[src/rtl/dsa_pkg.sv]
// ----------------------------------------------------------------------------
// DSA engine package
// Shared types and constants for the DSA sign/verify engine.
// ----------------------------------------------------------------------------
package dsa_pkg;

  localparam int unsigned CMD_W = 1;
  localparam logic CMD_SIGN   = 1'b0;
  localparam logic CMD_VERIFY = 1'b1;

  localparam logic [2:0] REG_P = 3'd0;
  localparam logic [2:0] REG_Q = 3'd1;
  localparam logic [2:0] REG_G = 3'd2;
  localparam logic [2:0] REG_X = 3'd3;
  localparam logic [2:0] REG_Y = 3'd4;

  // Arithmetic unit operations
  typedef enum logic [1:0] {
    OP_RED,   // a mod m, restoring bit-serial
    OP_MUL,   // a*b mod m, double-and-add over b bits
    OP_DIV    // a / b and a mod b, restoring
  } alu_op_t;

  typedef enum logic [4:0] {
    S_IDLE,
    S_RED_H,      // h = hash mod q
    S_POW_INIT,   // res = 1 mod p, e = exponent
    S_POW_BASE,
    S_POW_MUL,
    S_POW_SQR,
    S_POW_DONE,
    S_INV_INIT,   // r1 = a mod q
    S_INV_DIV,
    S_INV_MUL,
    S_INV_UPD,
    S_INV_DONE,
    S_SIGN_R,     // r = pw mod q
    S_SIGN_XR,
    S_SIGN_S,
    S_VER_U1,
    S_VER_U2,
    S_VER_V,
    S_VER_VQ,
    S_OUT
  } state_t;

endpackage

[src/rtl/dsa_sign_verify_engine.sv]
// ----------------------------------------------------------------------------
// DSA sign/verify engine
// Signs a hash with nonce k or checks a signature pair against configured keys.
// ----------------------------------------------------------------------------
//  channel | ports                                   | handshake
//  --------+-----------------------------------------+-----------------------
//  input   | in_command, in_message_hash, in_nonce_k,| in_valid / in_ready
//          | in_sig_r_in, in_sig_s_in                |
//  result  | out_sig_r_out, out_sig_s_out,           | out_valid / out_ready
//          | out_sig_valid, out_status               |
//  config  | cfg_psel .. cfg_pready (APB)            | write on access phase
//
// One item at a time. Every reduce, multiply and divide runs through one
// shared serial unit at one bit per cycle. A sign is one exponentiation
// (up to 2*WIDTH multiplies) plus one Euclidean inverse (up to ~1.5*WIDTH
// divide+multiply rounds); verify runs two exponentiations plus the inverse.
// Reset (rst_n low, synchronous) loads the register defaults and idles.
// A finished item sits in the output register until taken; in_ready stays
// low until then.
module dsa_sign_verify_engine import dsa_pkg::*; #(
  parameter int unsigned WIDTH = 32
) (
  input  logic             clk,
  input  logic             rst_n,
  input  logic             in_valid,
  output logic             in_ready,
  input  logic             in_command,
  input  logic [31:0]      in_message_hash,
  input  logic [31:0]      in_nonce_k,
  input  logic [31:0]      in_sig_r_in,
  input  logic [31:0]      in_sig_s_in,
  output logic             out_valid,
  input  logic             out_ready,
  output logic [31:0]      out_sig_r_out,
  output logic [31:0]      out_sig_s_out,
  output logic             out_sig_valid,
  output logic             out_status,
  input  logic             cfg_psel,
  input  logic             cfg_penable,
  input  logic             cfg_pwrite,
  input  logic [4:0]       cfg_paddr,
  input  logic [31:0]      cfg_pwdata,
  output logic [31:0]      cfg_prdata,
  output logic             cfg_pready
);

  localparam int unsigned CW = $clog2(WIDTH + 1);
  localparam logic [WIDTH-1:0] ONE = WIDTH'(1);

  // configuration registers
  logic [WIDTH-1:0] p_r, q_r, g_r, x_r, y_r;
  logic [2:0] widx;
  assign widx = cfg_paddr[4:2];
  assign cfg_pready = 1'b1;

  always_ff @(posedge clk) begin
    if (!rst_n) begin
      p_r <= WIDTH'(23);
      q_r <= WIDTH'(11);
      g_r <= WIDTH'(4);
      x_r <= WIDTH'(3);
      y_r <= WIDTH'(18);
    end else if (cfg_psel && cfg_penable && cfg_pwrite) begin
      unique case (widx)
        REG_P: p_r <= WIDTH'(cfg_pwdata);
        REG_Q: q_r <= WIDTH'(cfg_pwdata);
        REG_G: g_r <= WIDTH'(cfg_pwdata);
        REG_X: x_r <= WIDTH'(cfg_pwdata);
        REG_Y: y_r <= WIDTH'(cfg_pwdata);
        default: ;
      endcase
    end
  end

  always_comb begin
    unique case (widx)
      REG_P: cfg_prdata = 32'(p_r);
      REG_Q: cfg_prdata = 32'(q_r);
      REG_G: cfg_prdata = 32'(g_r);
      REG_X: cfg_prdata = 32'(x_r);
      REG_Y: cfg_prdata = 32'(y_r);
      default: cfg_prdata = '0;
    endcase
  end

  // shared serial unit
  logic             alu_start;
  alu_op_t          alu_op;
  logic [WIDTH-1:0] alu_a, alu_b, alu_m, alu_res, alu_rem;
  logic             alu_done;

  dsa_alu #(.WIDTH(WIDTH)) u_alu (
    .clk(clk), .rst_n(rst_n), .start(alu_start), .op(alu_op),
    .a(alu_a), .b(alu_b), .m(alu_m),
    .done(alu_done), .res(alu_res), .rem(alu_rem)
  );

  // datapath registers
  state_t st_r, st_nxt;
  logic             started_r, started_nxt;   // ALU launched in this state
  logic             cmd_r;
  logic [WIDTH-1:0] hash_r, k_r, rin_r, sin_r;
  logic [WIDTH-1:0] h_r, h_nxt;
  // exponentiation
  logic [WIDTH-1:0] pres_r, pres_nxt, pb_r, pb_nxt, pe_r, pe_nxt;
  logic [WIDTH-1:0] pbase_r, pbase_nxt, pexp_r, pexp_nxt;
  logic [1:0]       pwho_r, pwho_nxt;          // 0 sign g^k, 1 g^u1, 2 y^u2
  // inverse
  logic [WIDTH-1:0] ia_r, ia_nxt, r0_r, r0_nxt, r1_r, r1_nxt;
  logic [WIDTH-1:0] t0_r, t0_nxt, t1_r, t1_nxt, qt_r, qt_nxt;
  logic             iok_r, iok_nxt;
  logic [WIDTH-1:0] inv_r, inv_nxt;
  // results
  logic [WIDTH-1:0] rr_r, rr_nxt, tt_r, tt_nxt, u2_r, u2_nxt, v1_r, v1_nxt;
  logic [WIDTH-1:0] osr_r, osr_nxt, oss_r, oss_nxt;
  logic             ovld_r, ovld_nxt, osts_r, osts_nxt, out_valid_r, out_valid_nxt;

  logic in_acc;
  assign in_acc = in_valid && in_ready;
  assign in_ready = (st_r == S_IDLE) && !out_valid_r;

  // t0 - prod mod q
  logic [WIDTH-1:0] tsub;
  assign tsub = (t0_r >= alu_res) ? t0_r - alu_res : t0_r + (q_r - alu_res);
  // h + x r mod q, both below q
  logic [WIDTH-1:0] hadd;
  assign hadd = (h_r >= q_r - alu_res) ? h_r - (q_r - alu_res) : h_r + alu_res;
  logic rs_ok;
  assign rs_ok = (rin_r != '0) && (rin_r < q_r) && (sin_r != '0) && (sin_r < q_r);

  // next state
  always_comb begin
    st_nxt = st_r;
    unique case (st_r)
      S_IDLE:     if (in_acc) st_nxt = S_RED_H;
      S_RED_H:    if (alu_done) st_nxt = (cmd_r == CMD_SIGN) ? S_POW_INIT : S_INV_INIT;
      S_POW_INIT: st_nxt = (p_r == '0) ? S_POW_DONE : S_POW_BASE;
      S_POW_BASE: if (alu_done) st_nxt = S_POW_MUL;
      S_POW_MUL: begin
        if (pe_r == '0) st_nxt = S_POW_DONE;
        else if (!pe_r[0] || alu_done) st_nxt = S_POW_SQR;
      end
      S_POW_SQR:  if (alu_done) st_nxt = S_POW_MUL;
      S_POW_DONE: begin
        unique case (pwho_r)
          2'd0: st_nxt = S_SIGN_R;
          2'd1: st_nxt = S_POW_INIT;
          default: st_nxt = S_VER_V;
        endcase
      end
      S_INV_INIT: begin
        if (q_r < WIDTH'(2)) st_nxt = S_INV_DONE;
        else if (alu_done) st_nxt = S_INV_DIV;
      end
      S_INV_DIV: begin
        if (r1_r == '0) st_nxt = S_INV_DONE;
        else if (alu_done) st_nxt = S_INV_MUL;
      end
      S_INV_MUL:  if (alu_done) st_nxt = S_INV_DIV;
      S_INV_DONE: begin
        if (cmd_r == CMD_SIGN) st_nxt = S_SIGN_XR;
        else if (iok_nxt && rs_ok) st_nxt = S_VER_U1;
        else st_nxt = S_OUT;
      end
      S_SIGN_R:   if (alu_done) st_nxt = S_INV_INIT;
      S_SIGN_XR:  if (!iok_r) st_nxt = S_OUT; else if (alu_done) st_nxt = S_SIGN_S;
      S_SIGN_S:   if (alu_done) st_nxt = S_OUT;
      S_VER_U1:   if (alu_done) st_nxt = S_VER_U2;
      S_VER_U2:   if (alu_done) st_nxt = S_POW_INIT;
      S_VER_V:    if (alu_done) st_nxt = S_VER_VQ;
      S_VER_VQ:   if (alu_done) st_nxt = S_OUT;
      S_OUT:      st_nxt = S_IDLE;
      default:    st_nxt = S_IDLE;
    endcase
  end

  // datapath and ALU control
  always_comb begin
    started_nxt = started_r;
    alu_start = 1'b0;
    alu_op = OP_RED;
    alu_a = '0;
    alu_b = '0;
    alu_m = q_r;
    h_nxt = h_r;
    pres_nxt = pres_r; pb_nxt = pb_r; pe_nxt = pe_r;
    pbase_nxt = pbase_r; pexp_nxt = pexp_r; pwho_nxt = pwho_r;
    ia_nxt = ia_r; r0_nxt = r0_r; r1_nxt = r1_r;
    t0_nxt = t0_r; t1_nxt = t1_r; qt_nxt = qt_r;
    iok_nxt = iok_r; inv_nxt = inv_r;
    rr_nxt = rr_r; tt_nxt = tt_r; u2_nxt = u2_r; v1_nxt = v1_r;
    osr_nxt = osr_r; oss_nxt = oss_r; ovld_nxt = ovld_r; osts_nxt = osts_r;
    out_valid_nxt = out_valid_r;
    if (out_valid_r && out_ready) out_valid_nxt = 1'b0;

    unique case (st_r)
      S_IDLE: begin
        started_nxt = 1'b0;
        pwho_nxt = 2'd0;
        // result fields hold while a finished item waits; clear on the next one
        if (in_acc) begin
          rr_nxt = '0; oss_nxt = '0; ovld_nxt = 1'b0; osts_nxt = 1'b0;
        end
      end
      S_RED_H: begin
        alu_op = OP_RED; alu_a = hash_r; alu_m = q_r;
        alu_start = !started_r;
        started_nxt = 1'b1;
        if (alu_done) begin
          h_nxt = alu_res;
          started_nxt = 1'b0;
          pbase_nxt = g_r;
          pexp_nxt = k_r;
          ia_nxt = (cmd_r == CMD_SIGN) ? k_r : sin_r;
        end
      end
      S_POW_INIT: begin
        pres_nxt = (p_r == ONE) ? '0 : ONE;
        pe_nxt = pexp_r;
        started_nxt = 1'b0;
        if (p_r == '0) pres_nxt = '0;
      end
      S_POW_BASE: begin
        alu_op = OP_RED; alu_a = pbase_r; alu_m = p_r;
        alu_start = !started_r; started_nxt = 1'b1;
        if (alu_done) begin pb_nxt = alu_res; started_nxt = 1'b0; end
      end
      S_POW_MUL: begin
        alu_op = OP_MUL; alu_a = pb_r; alu_b = pres_r; alu_m = p_r;
        if (pe_r != '0 && pe_r[0]) begin
          alu_start = !started_r; started_nxt = 1'b1;
          if (alu_done) begin pres_nxt = alu_res; started_nxt = 1'b0; end
        end
      end
      S_POW_SQR: begin
        alu_op = OP_MUL; alu_a = pb_r; alu_b = pb_r; alu_m = p_r;
        alu_start = !started_r; started_nxt = 1'b1;
        if (alu_done) begin
          pb_nxt = alu_res; started_nxt = 1'b0;
          pe_nxt = {1'b0, pe_r[WIDTH-1:1]};
        end
      end
      S_POW_DONE: begin
        unique case (pwho_r)
          2'd0: ;
          2'd1: begin
            v1_nxt = pres_r; pbase_nxt = y_r; pexp_nxt = u2_r; pwho_nxt = 2'd2;
          end
          default: ;
        endcase
      end
      S_SIGN_R: begin
        alu_op = OP_RED; alu_a = pres_r; alu_m = q_r;
        alu_start = !started_r; started_nxt = 1'b1;
        if (alu_done) begin rr_nxt = alu_res; started_nxt = 1'b0; end
      end
      S_INV_INIT: begin
        alu_op = OP_RED; alu_a = ia_r; alu_m = q_r;
        iok_nxt = 1'b0; inv_nxt = '0;
        t0_nxt = '0; t1_nxt = ONE; r0_nxt = q_r;
        if (q_r >= WIDTH'(2)) begin
          alu_start = !started_r; started_nxt = 1'b1;
          if (alu_done) begin r1_nxt = alu_res; started_nxt = 1'b0; end
        end
      end
      S_INV_DIV: begin
        alu_op = OP_DIV; alu_a = r0_r; alu_b = r1_r;
        if (r1_r != '0) begin
          alu_start = !started_r; started_nxt = 1'b1;
          if (alu_done) begin
            qt_nxt = alu_res; started_nxt = 1'b0;
            r0_nxt = r1_r; r1_nxt = alu_rem;
          end
        end
      end
      S_INV_MUL: begin
        // qt < q except possibly in the first round; it goes in as the scanned b
        // operand, whose bits need no reduction, while the added operand t1 < q.
        alu_op = OP_MUL; alu_a = t1_r; alu_b = qt_r; alu_m = q_r;
        alu_start = !started_r; started_nxt = 1'b1;
        if (alu_done) begin
          started_nxt = 1'b0;
          t0_nxt = t1_r; t1_nxt = tsub;
        end
      end
      S_INV_DONE: begin
        started_nxt = 1'b0;
        if (q_r >= WIDTH'(2) && r0_r == ONE) begin
          iok_nxt = 1'b1; inv_nxt = t0_r;
        end else begin
          iok_nxt = 1'b0;
        end
        if (cmd_r == CMD_SIGN) osts_nxt = !iok_nxt;
        else osts_nxt = !iok_nxt;
      end
      S_SIGN_XR: begin
        alu_op = OP_MUL; alu_a = rr_r; alu_b = x_r; alu_m = q_r;
        if (iok_r) begin
          alu_start = !started_r; started_nxt = 1'b1;
          if (alu_done) begin tt_nxt = hadd; started_nxt = 1'b0; end
        end
      end
      S_SIGN_S: begin
        alu_op = OP_MUL; alu_a = inv_r; alu_b = tt_r; alu_m = q_r;
        alu_start = !started_r; started_nxt = 1'b1;
        if (alu_done) begin oss_nxt = alu_res; started_nxt = 1'b0; end
      end
      S_VER_U1: begin
        alu_op = OP_MUL; alu_a = inv_r; alu_b = h_r; alu_m = q_r;
        alu_start = !started_r; started_nxt = 1'b1;
        if (alu_done) begin
          pexp_nxt = alu_res; pbase_nxt = g_r; pwho_nxt = 2'd1;
          started_nxt = 1'b0;
        end
      end
      S_VER_U2: begin
        alu_op = OP_MUL; alu_a = inv_r; alu_b = rin_r; alu_m = q_r;
        alu_start = !started_r; started_nxt = 1'b1;
        if (alu_done) begin u2_nxt = alu_res; started_nxt = 1'b0; end
      end
      S_VER_V: begin
        alu_op = OP_MUL; alu_a = v1_r; alu_b = pres_r; alu_m = p_r;
        alu_start = !started_r; started_nxt = 1'b1;
        if (alu_done) begin tt_nxt = alu_res; started_nxt = 1'b0; end
      end
      S_VER_VQ: begin
        alu_op = OP_RED; alu_a = tt_r; alu_m = q_r;
        alu_start = !started_r; started_nxt = 1'b1;
        if (alu_done) begin ovld_nxt = (alu_res == rin_r); started_nxt = 1'b0; end
      end
      S_OUT: begin
        osr_nxt = rr_r;
        out_valid_nxt = 1'b1;
      end
      default: ;
    endcase
  end

  always_ff @(posedge clk) begin
    if (!rst_n) begin
      st_r <= S_IDLE;
      started_r <= 1'b0;
      out_valid_r <= 1'b0;
    end else begin
      st_r <= st_nxt;
      started_r <= started_nxt;
      out_valid_r <= out_valid_nxt;
    end
    if (in_acc) begin
      cmd_r <= in_command;
      hash_r <= WIDTH'(in_message_hash);
      k_r <= WIDTH'(in_nonce_k);
      rin_r <= WIDTH'(in_sig_r_in);
      sin_r <= WIDTH'(in_sig_s_in);
    end
    h_r <= h_nxt;
    pres_r <= pres_nxt; pb_r <= pb_nxt; pe_r <= pe_nxt;
    pbase_r <= pbase_nxt; pexp_r <= pexp_nxt; pwho_r <= pwho_nxt;
    ia_r <= ia_nxt; r0_r <= r0_nxt; r1_r <= r1_nxt;
    t0_r <= t0_nxt; t1_r <= t1_nxt; qt_r <= qt_nxt;
    iok_r <= iok_nxt; inv_r <= inv_nxt;
    rr_r <= rr_nxt; tt_r <= tt_nxt; u2_r <= u2_nxt; v1_r <= v1_nxt;
    osr_r <= osr_nxt; oss_r <= oss_nxt; ovld_r <= ovld_nxt; osts_r <= osts_nxt;
  end

  assign out_valid     = out_valid_r;
  assign out_sig_r_out = 32'(osr_r);
  assign out_sig_s_out = 32'(oss_r);
  assign out_sig_valid = ovld_r;
  assign out_status    = osts_r;

endmodule

[src/rtl/dsa_alu.sv]
// ----------------------------------------------------------------------------
// DSA serial arithmetic unit
// One bit per cycle modular reduce, modular multiply and integer divide.
// ----------------------------------------------------------------------------
module dsa_alu import dsa_pkg::*; #(
  parameter int unsigned WIDTH = 32
) (
  input  logic             clk,
  input  logic             rst_n,
  input  logic             start,
  input  alu_op_t          op,
  input  logic [WIDTH-1:0] a,
  input  logic [WIDTH-1:0] b,
  input  logic [WIDTH-1:0] m,
  output logic             done,
  output logic [WIDTH-1:0] res,     // mod result or quotient
  output logic [WIDTH-1:0] rem
);

  localparam int unsigned CW = $clog2(WIDTH + 1);

  logic             busy_r, busy_nxt;
  logic             done_r, done_nxt;
  alu_op_t          op_r, op_nxt;
  logic [CW-1:0]    cnt_r, cnt_nxt;
  logic [WIDTH-1:0] sh_r, sh_nxt;    // bits fed MSB first
  logic [WIDTH-1:0] acc_r, acc_nxt;  // partial remainder / accumulator
  logic [WIDTH-1:0] q_r, q_nxt;
  logic [WIDTH-1:0] ad_r, ad_nxt;    // addend for multiply, zero otherwise
  logic [WIDTH-1:0] m_r, m_nxt;

  // acc2 = 2*acc + bit (WIDTH+1 bits), reduce by one compare-subtract
  logic [WIDTH:0]   dbl, dsub, sum, ssub;
  logic [WIDTH-1:0] dred;
  logic             dge;

  always_comb begin
    dbl = {acc_r, (op_r == OP_MUL) ? 1'b0 : sh_r[WIDTH-1]};
    dge = (dbl >= {1'b0, m_r});
    dsub = dbl - {1'b0, m_r};
    dred = dge ? dsub[WIDTH-1:0] : dbl[WIDTH-1:0];
    sum  = {1'b0, dred} + {1'b0, ad_r};
    ssub = sum - {1'b0, m_r};
  end

  always_comb begin
    busy_nxt = busy_r;
    done_nxt = 1'b0;
    op_nxt = op_r;
    cnt_nxt = cnt_r;
    sh_nxt = sh_r;
    acc_nxt = acc_r;
    q_nxt = q_r;
    ad_nxt = ad_r;
    m_nxt = m_r;
    if (start) begin
      busy_nxt = 1'b1;
      op_nxt = op;
      cnt_nxt = CW'(WIDTH);
      acc_nxt = '0;
      q_nxt = '0;
      unique case (op)
        OP_MUL: begin
          // a reduced first by caller; b bits scanned
          sh_nxt = b;
          ad_nxt = a;
          m_nxt = m;
        end
        OP_DIV: begin
          sh_nxt = a;
          ad_nxt = '0;
          m_nxt = b;
        end
        default: begin
          sh_nxt = a;
          ad_nxt = '0;
          m_nxt = m;
        end
      endcase
    end else if (busy_r) begin
      sh_nxt = {sh_r[WIDTH-2:0], 1'b0};
      cnt_nxt = cnt_r - 1'b1;
      if (op_r == OP_MUL) begin
        if (sh_r[WIDTH-1] && (sum >= {1'b0, m_r})) acc_nxt = ssub[WIDTH-1:0];
        else if (sh_r[WIDTH-1]) acc_nxt = sum[WIDTH-1:0];
        else acc_nxt = dred;
      end else begin
        acc_nxt = dred;
        q_nxt = {q_r[WIDTH-2:0], dge};
      end
      if (cnt_r == CW'(1)) begin
        busy_nxt = 1'b0;
        done_nxt = 1'b1;
      end
    end
  end

  always_ff @(posedge clk) begin
    if (!rst_n) begin
      busy_r <= 1'b0;
      done_r <= 1'b0;
    end else begin
      busy_r <= busy_nxt;
      done_r <= done_nxt;
    end
    op_r <= op_nxt;
    cnt_r <= cnt_nxt;
    sh_r <= sh_nxt;
    acc_r <= acc_nxt;
    q_r <= q_nxt;
    ad_r <= ad_nxt;
    m_r <= m_nxt;
  end

  // zero modulus gives zero for reduce and multiply
  assign done = done_r;
  assign res  = (op_r == OP_DIV) ? q_r : ((m_r == '0) ? '0 : acc_r);
  assign rem  = acc_r;

endmodule

[config.mk]
export PLATFORM = sky130hd
export DESIGN_NAME = dsa_sign_verify_engine
export DESIGN_NICKNAME = d
export VERILOG_FILES = /design/src/rtl/dsa_pkg.sv /design/src/rtl/dsa_sign_verify_engine.sv /design/src/rtl/dsa_alu.sv
export SDC_FILE = /design/constraint.sdc
export NUM_CORES = 2
export LEC_CHECK = 0
export BUFFER_PORTS_ARGS = -buffer_cell sky130_fd_sc_hd__buf_2
export CORE_ASPECT_RATIO = 0.7
export CORE_MARGIN = 2
export CORE_UTILIZATION = 40
export CTS_BUF_LIST = sky130_fd_sc_hd__clkbuf_4 sky130_fd_sc_hd__clkbuf_8
export DETAILED_ROUTE_END_ITERATION = 8
export GPL_TIMING_DRIVEN = 0
export PLACE_DENSITY_LB_ADDON = 0.3
export SLEW_MARGIN = 20
export SYNTH_ARGS = -nofsm -noshare
export SYNTH_HDL_FRONTEND = slang
export SYNTH_HIERARCHICAL = 1
export SYNTH_SLANG_ARGS = --single-unit
[constraint.sdc]
create_clock -name clk -period 7 [get_ports clk]
set_clock_uncertainty 0.05 [all_clocks]
set_input_delay 2.1 -clock clk [delete_from_list [all_inputs] [get_ports clk]]
set_output_delay 2.1 -clock clk [all_outputs]
set_load 0.05 [all_outputs]
After elaboration in Yosys (flattened, before gate mapping)
Index checks and enable logic that the tools add are counted.
{"block": "totals", "register_bits": 1079, "input_bits": 173, "out_inout_bits": 101, "elab_cells": 304}
{"block": "op_classes", "addsub": 9, "magnitude_cmp": 8, "eq_ne": 57, "muxes": 100, "bitwise": 3, "n_reduce_logical": 82}
{"cell": "32-bit two-way mux", "n": 32}
{"cell": "32-bit one-hot mux with 2 select lines", "n": 11}
{"cell": "32-bit one-hot mux with 11 select lines", "n": 1}
{"cell": "32-bit one-hot mux with 8 select lines", "n": 1}
{"cell": "32-bit one-hot mux with 5 select lines", "n": 1}
{"cell": "32-bit subtractor", "n": 5}
{"cell": "32-bit zero test", "n": 4}
{"cell": "32-bit nonzero test", "n": 4}
{"cell": "32-bit one-hot mux with 3 select lines", "n": 1}
{"cell": "5-bit two-way mux", "n": 18}
{"cell": "5-bit one-hot mux with 16 select lines", "n": 1}
{"cell": "33-bit by 32-bit greater-or-equal comparator with 1-bit output", "n": 2}
{"cell": "32-bit adder", "n": 2}
{"cell": "32-bit by 1-bit == test with 1-bit output (second input constant)", "n": 2}
{"cell": "32-bit greater-or-equal comparator", "n": 2}
{"cell": "32-bit < comparator", "n": 2}
{"cell": "5-bit by 4-bit == test with 1-bit output (second input constant)", "n": 7}
{"cell": "32-bit by 32-bit adder with 33-bit output", "n": 1}
{"cell": "32-bit == test", "n": 1}
{"cell": "32-bit by 2-bit greater-or-equal comparator with 1-bit output (second input constant)", "n": 1}
{"cell": "32-bit by 2-bit < comparator with 1-bit output (second input constant)", "n": 1}
{"cell": "2-bit by 1-bit inequality test with 1-bit output (second input constant)", "n": 16}
{"cell": "2-bit AND reduction", "n": 14}
{"cell": "2-bit nonzero test", "n": 13}
{"cell": "other kinds (41)", "n": 116}

Longest topological paths before layout
{"block": "logic_depth", "depth_word": 9, "mapped_depth": 32, "mapped_depth_nobuf": 31}

By module
Netlist, hierarchy kept.
{"module": "dsa_sign_verify_engine", "instances": 1, "cells_each": 4633, "area_each_um2": 48071.1, "seq_area_each_um2": 25614.6}
{"module": "dsa_alu", "instances": 1, "cells_each": 1498, "area_each_um2": 13301.5, "seq_area_each_um2": 4384.2}

Worst setup path after synthesis
No wires, ideal clock.
{"block": "synth_path", "path_kind": "input to register", "startpoint": "input in_valid", "endpoint": "register oss_r[0], in the netlist out_sig_s_out[0], enable pin", "setup_ns": 0.388, "arrival_ns": 6.603, "t_required_ns": 6.562, "setup_slack_ns": -0.041, "cell_stages": 3, "n_path_buf": 1, "cell_sequence": "and2_1 -> clkbuf_1 -> a21o_1"}
{"block": "synth_via", "elab_chain_cells": 3}
{"element": "start, declared", "line_no": "dsa_sign_verify_engine.sv:25", "text": "input logic in_valid,"}
{"element": "1-bit logical AND", "line_no": "dsa_sign_verify_engine.sv:119", "text": "assign in_acc = in_valid && in_ready;"}
{"element": "via in_acc", "line_no": "dsa_sign_verify_engine.sv:118", "text": "logic in_acc;"}
{"element": "2-bit inequality test (no line)"}
{"element": "3-bit AND reduction (no line)"}
{"element": "end signal, assigned", "line_no": "dsa_sign_verify_engine.sv:363", "text": "osr_r <= osr_nxt; oss_r <= oss_nxt; ovld_r <= ovld_nxt; osts_r <= osts_nxt;"}
{"element": "end, declared", "line_no": "dsa_sign_verify_engine.sv:115", "text": "logic [WIDTH-1:0] osr_r, osr_nxt, oss_r, oss_nxt;"}
The timed path passes the listed nets, and every way through them passes these cells.
A chain may end at the register's enable or synchronous reset.

Final worst setup path
{"block": "layout_path", "startpoint": "register u_alu.m_r[26]", "endpoint": "register u_alu.acc_r[4], in the netlist u_alu/rem[4]"}
{"block": "layout_via", "elab_chain_cells": 7, "word_cells_on_any_way": 10, "cone_classes": "add/sub (3); order compare (2); mux (4); reduce/logical (1)"}
{"element": "start, declared", "line_no": "dsa_alu.sv:30", "text": "logic [WIDTH-1:0] m_r, m_nxt;"}
{"element": "start signal, assigned", "line_no": "dsa_alu.sv:112", "text": "m_r <= m_nxt;"}
{"element": "32-bit subtractor / 33-bit by 32-bit greater-or-equal comparator with 1-bit output (equally long branches)", "line_no": "dsa_alu.sv:40, dsa_alu.sv:39"}
{"element": "32-bit two-way mux", "line_no": "dsa_alu.sv:41", "text": "dred = dge ? dsub[WIDTH-1:0] : dbl[WIDTH-1:0];"}
{"element": "32-bit by 32-bit adder with 33-bit output", "line_no": "dsa_alu.sv:42", "text": "sum = {1'b0, dred} + {1'b0, ad_r};"}
{"element": "33-bit by 32-bit greater-or-equal comparator with 1-bit output", "line_no": "dsa_alu.sv:84", "text": "if (sh_r[WIDTH-1] && (sum >= {1'b0, m_r})) acc_nxt = ssub[WIDTH-1:0];"}
{"element": "1-bit logical AND", "line_no": "dsa_alu.sv:84"}
{"element": "32-bit two-way mux", "line_no": "dsa_alu.sv:84"}
{"element": "32-bit two-way mux *", "line_no": "dsa_alu.sv:83", "text": "if (op_r == OP_MUL) begin"}
{"element": "end signal, assigned", "line_no": "dsa_alu.sv:109", "text": "acc_r <= acc_nxt;"}
{"element": "end, declared", "line_no": "dsa_alu.sv:27", "text": "logic [WIDTH-1:0] acc_r, acc_nxt;"}
Mark *: on every way between the ends. The rest lies on a longest branch, timed or not.

==> metrics.cfg <==
[cts]
cts_buffer_depth = 3
cts.root.buffer_cell = clkbuf_8
clk_pin_slew_ns = 0.06
cts_tree = yes
cts-htree-levels = 4
clk_latency_ns = 1.00
numCtsBuffers = 178
clock_sinks = 1079
hold_buffers = 0

[synth]
syn_area_per_cell_um2 = 10.0
async_flop_share_pct = 0
yosysUniqueCellTypes = 102
synth_seq_cells = 1079
syn_area_mm2 = 0.0614
synth_ff_type = edfxtp_1
yosysWarnings = 6
synth_compound_area_share_pct = 18.6
synth_xor_area_share_pct = 3.38
synth_simple_gate_area_share_pct = 15.4
yosysTopAreaCell = edfxtp_1
synth_fa_ha_area_share_pct = 6.72
synth_top_area_share_pct = 41.1
synth_fp_nets = 6629
synth_edf_count = 839
synth_top_family_by_area = compound AO/OA/AOI/OAI gates
synthMuxAreaShare_pct = 3.69
synth_cells = 6131
seq_area_frac_synth_pct = 48.9
ys_top_cells_by_area = edfxtp_1, dfxtp_1, ha_1

[route]
drt_iter0_drc = 10390
wl_um = 367000
ant_nets = 0
drt_pass1_iterations = 9
via_count = 59713
viasPerCell = 6.64
wl_per_cell_um = 40.9
drcViolationCount = 24

[floorplanning]
fp.dieW_um = 472
fp.coreArea_mm2 = 0.153
die_h_um = 332
start_util_pct = 40.2
pin_count = 274
rows = 120
die_area_mm2 = 0.157

[timing]
rsz0062_at_grt = yes
finalSetupTns_ns = -20.09
setup_violations = 64
max_freq_ghz = 0.134
fin_crit_sh_pct = 107
finalHoldViolations = 0
relSlewSlack_pct = 1.13
setup_slack_ns = -0.488
tightest_slew_ns = 1.48
drv_slew = 0
finalCriticalPeriod_ns = 7.49

[worst_setup_path]
cp_max_fo = 8
cp-start-kind = flip-flop
crit_type = reg2reg
cp-end-kind = flip-flop
worstPathRequired_ns = 7.79
worstPathArrival_ns = 8.28

[global_routing]
antenna_found_initial = 77
track_usage_pct = 45.2
grt_max_degree = 66
grt_pass1_wl_um = 476000
grt_overflow = 0
grt_pass1_vias = 52558

[layout]
stdcell_count = 8988
layout_commonest_cell = nand2_1
drive_gt1_share_pct = 20.5
finalNetCount = 7302
syn2layout_area_growth_pct = 21.4
final_cell_mix = nand2_1, edfxtp_1, a21oi_1

[place]
dpl.hpwl_um = 288000
gp_congestion = 1.12
place_inst = 8462
numPortBuffers = 269

[pwr]
power_leakage_nw = 27.6
power_density_mw_per_mm2 = 598
vdd_ir_drop_max_mv = 0.748

[outcome]
violations = design-rule violations, negative setup slack
status = complete, but fails checks

[flow_run]
drv_cap = 0

[hold_path]
hold_class = reg2reg

timing repair:
action,CTS,global route
gates resized for setup,340,282
setup endpoints to repair,82,74
setup buffers,91,90
cloned,3,6
pin swaps,75,138
kinds of logic after synthesis:
family,after synthesis
other,1
AO/OA/AOI/OAI,1685
AND/OR/NAND/NOR,2056
buffers and inverters,537
adder cells (fa/ha/maj),325
multiplexers,211
flip-flops,1079
XOR/XNOR,237
critical path, stage by stage (launching register included):
cell and delay, ns:
edfxtp_1 0.50, inv_1 0.17, ha_2 0.54, a21oi_1 0.16, o21ai_1 0.38, o2111ai_2 0.24, a31oi_4 0.28, a2111o_1 0.17
buf_12 0.15, bufbuf_16 0.27, mux2_2 0.37, ha_4 0.33, nand2_1 0.06, o21ai_0 0.44, a221o_1 0.40, a311oi_1 0.14
a21oi_1 0.20, xor2_1 0.28, ha_1 0.32, nor2b_2 0.18, a2111oi_4 0.44, o2111ai_4 0.22, nor2b_4 0.24, nand2_4 0.13
mux2_4 0.33, a221o_1 0.31
final timing paths:
path	endpoint	from	slack [ns]	depth (start not counted)
worst max-delay path	u_alu/rem[4]	u_alu/m_r[26]	-0.49	25
worst max register to register	u_alu/rem[4]	u_alu/m_r[26]	-0.49	25
worst min-delay path	u_alu/q_r[31]	u_alu/q_r[31]	0.42	2
worst min register to register	u_alu/q_r[31]	u_alu/q_r[31]	0.42	2
power by group:
| part | switching (mW) | internal, mW |
|---|---|---|
| sequential | 1.14 | 8.30 |
| clock | 3.01 | 3.21 |
| combinational | 17.5 | 11.3 |
| total | 21.7 | 22.8 |
through the flow:
step	hold slack [ns]	setup slack, ns	instance area [um2]	util, %	total power, mW
after floorplan	0.372	0.239	61400	-	23.6
after global placement	0.392	-4.23	65200	42.7	31.0
after detailed placement	0.395	-3.07	66200	43.3	31.1
after CTS	0.410	-0.308	72300	47.3	40.7
after global routing	0.415	-0.501	74400	48.7	46.0
final	0.418	-0.488	74500	48.8	44.5
cells in the mapped netlist, types with 43 or more instances:
master and n:
a21boi_0 59, a21o_1 129, a21oi_1 474, a22o_1 118, a22oi_1 149, a31oi_1 58, and2_1 120, and3_1 48
clkbuf_1 268, dfxtp_1 240, edfxtp_1 839, ha_1 317, inv_1 208, mux2_2 118, mux2i_1 92, nand2_1 956
nand2b_1 44, nand3_1 109, nand4_1 89, nor2_1 334, nor2b_1 43, nor3_1 139, nor4_1 88, o21a_1 47
o21ai_0 235, xnor2_1 142, xor2_1 95
per-layer routing:
layer	up-vias	track usage (%)	routed length [um]	part of all wire, %
met4	32	19.5	18000	4.9
met3	769	20.8	59100	16
met1	29748	63.8	152000	41
li1	24342	-	-	-
met5	-	0	232	0.063
met2	4822	58.2	138000	38
cell type report:
type,count,area (um2)
fill,14231,78200
multi-input combinational,4517,32000
sequential,1079,30000
timing repair buffer,507,3770
clock buffer,252,3070
tap,2013,2520
buffer,309,1450
inverter,212,891
clock inverter,72,707
antenna,27,67.6
Power figures use the tool's default switching activity.
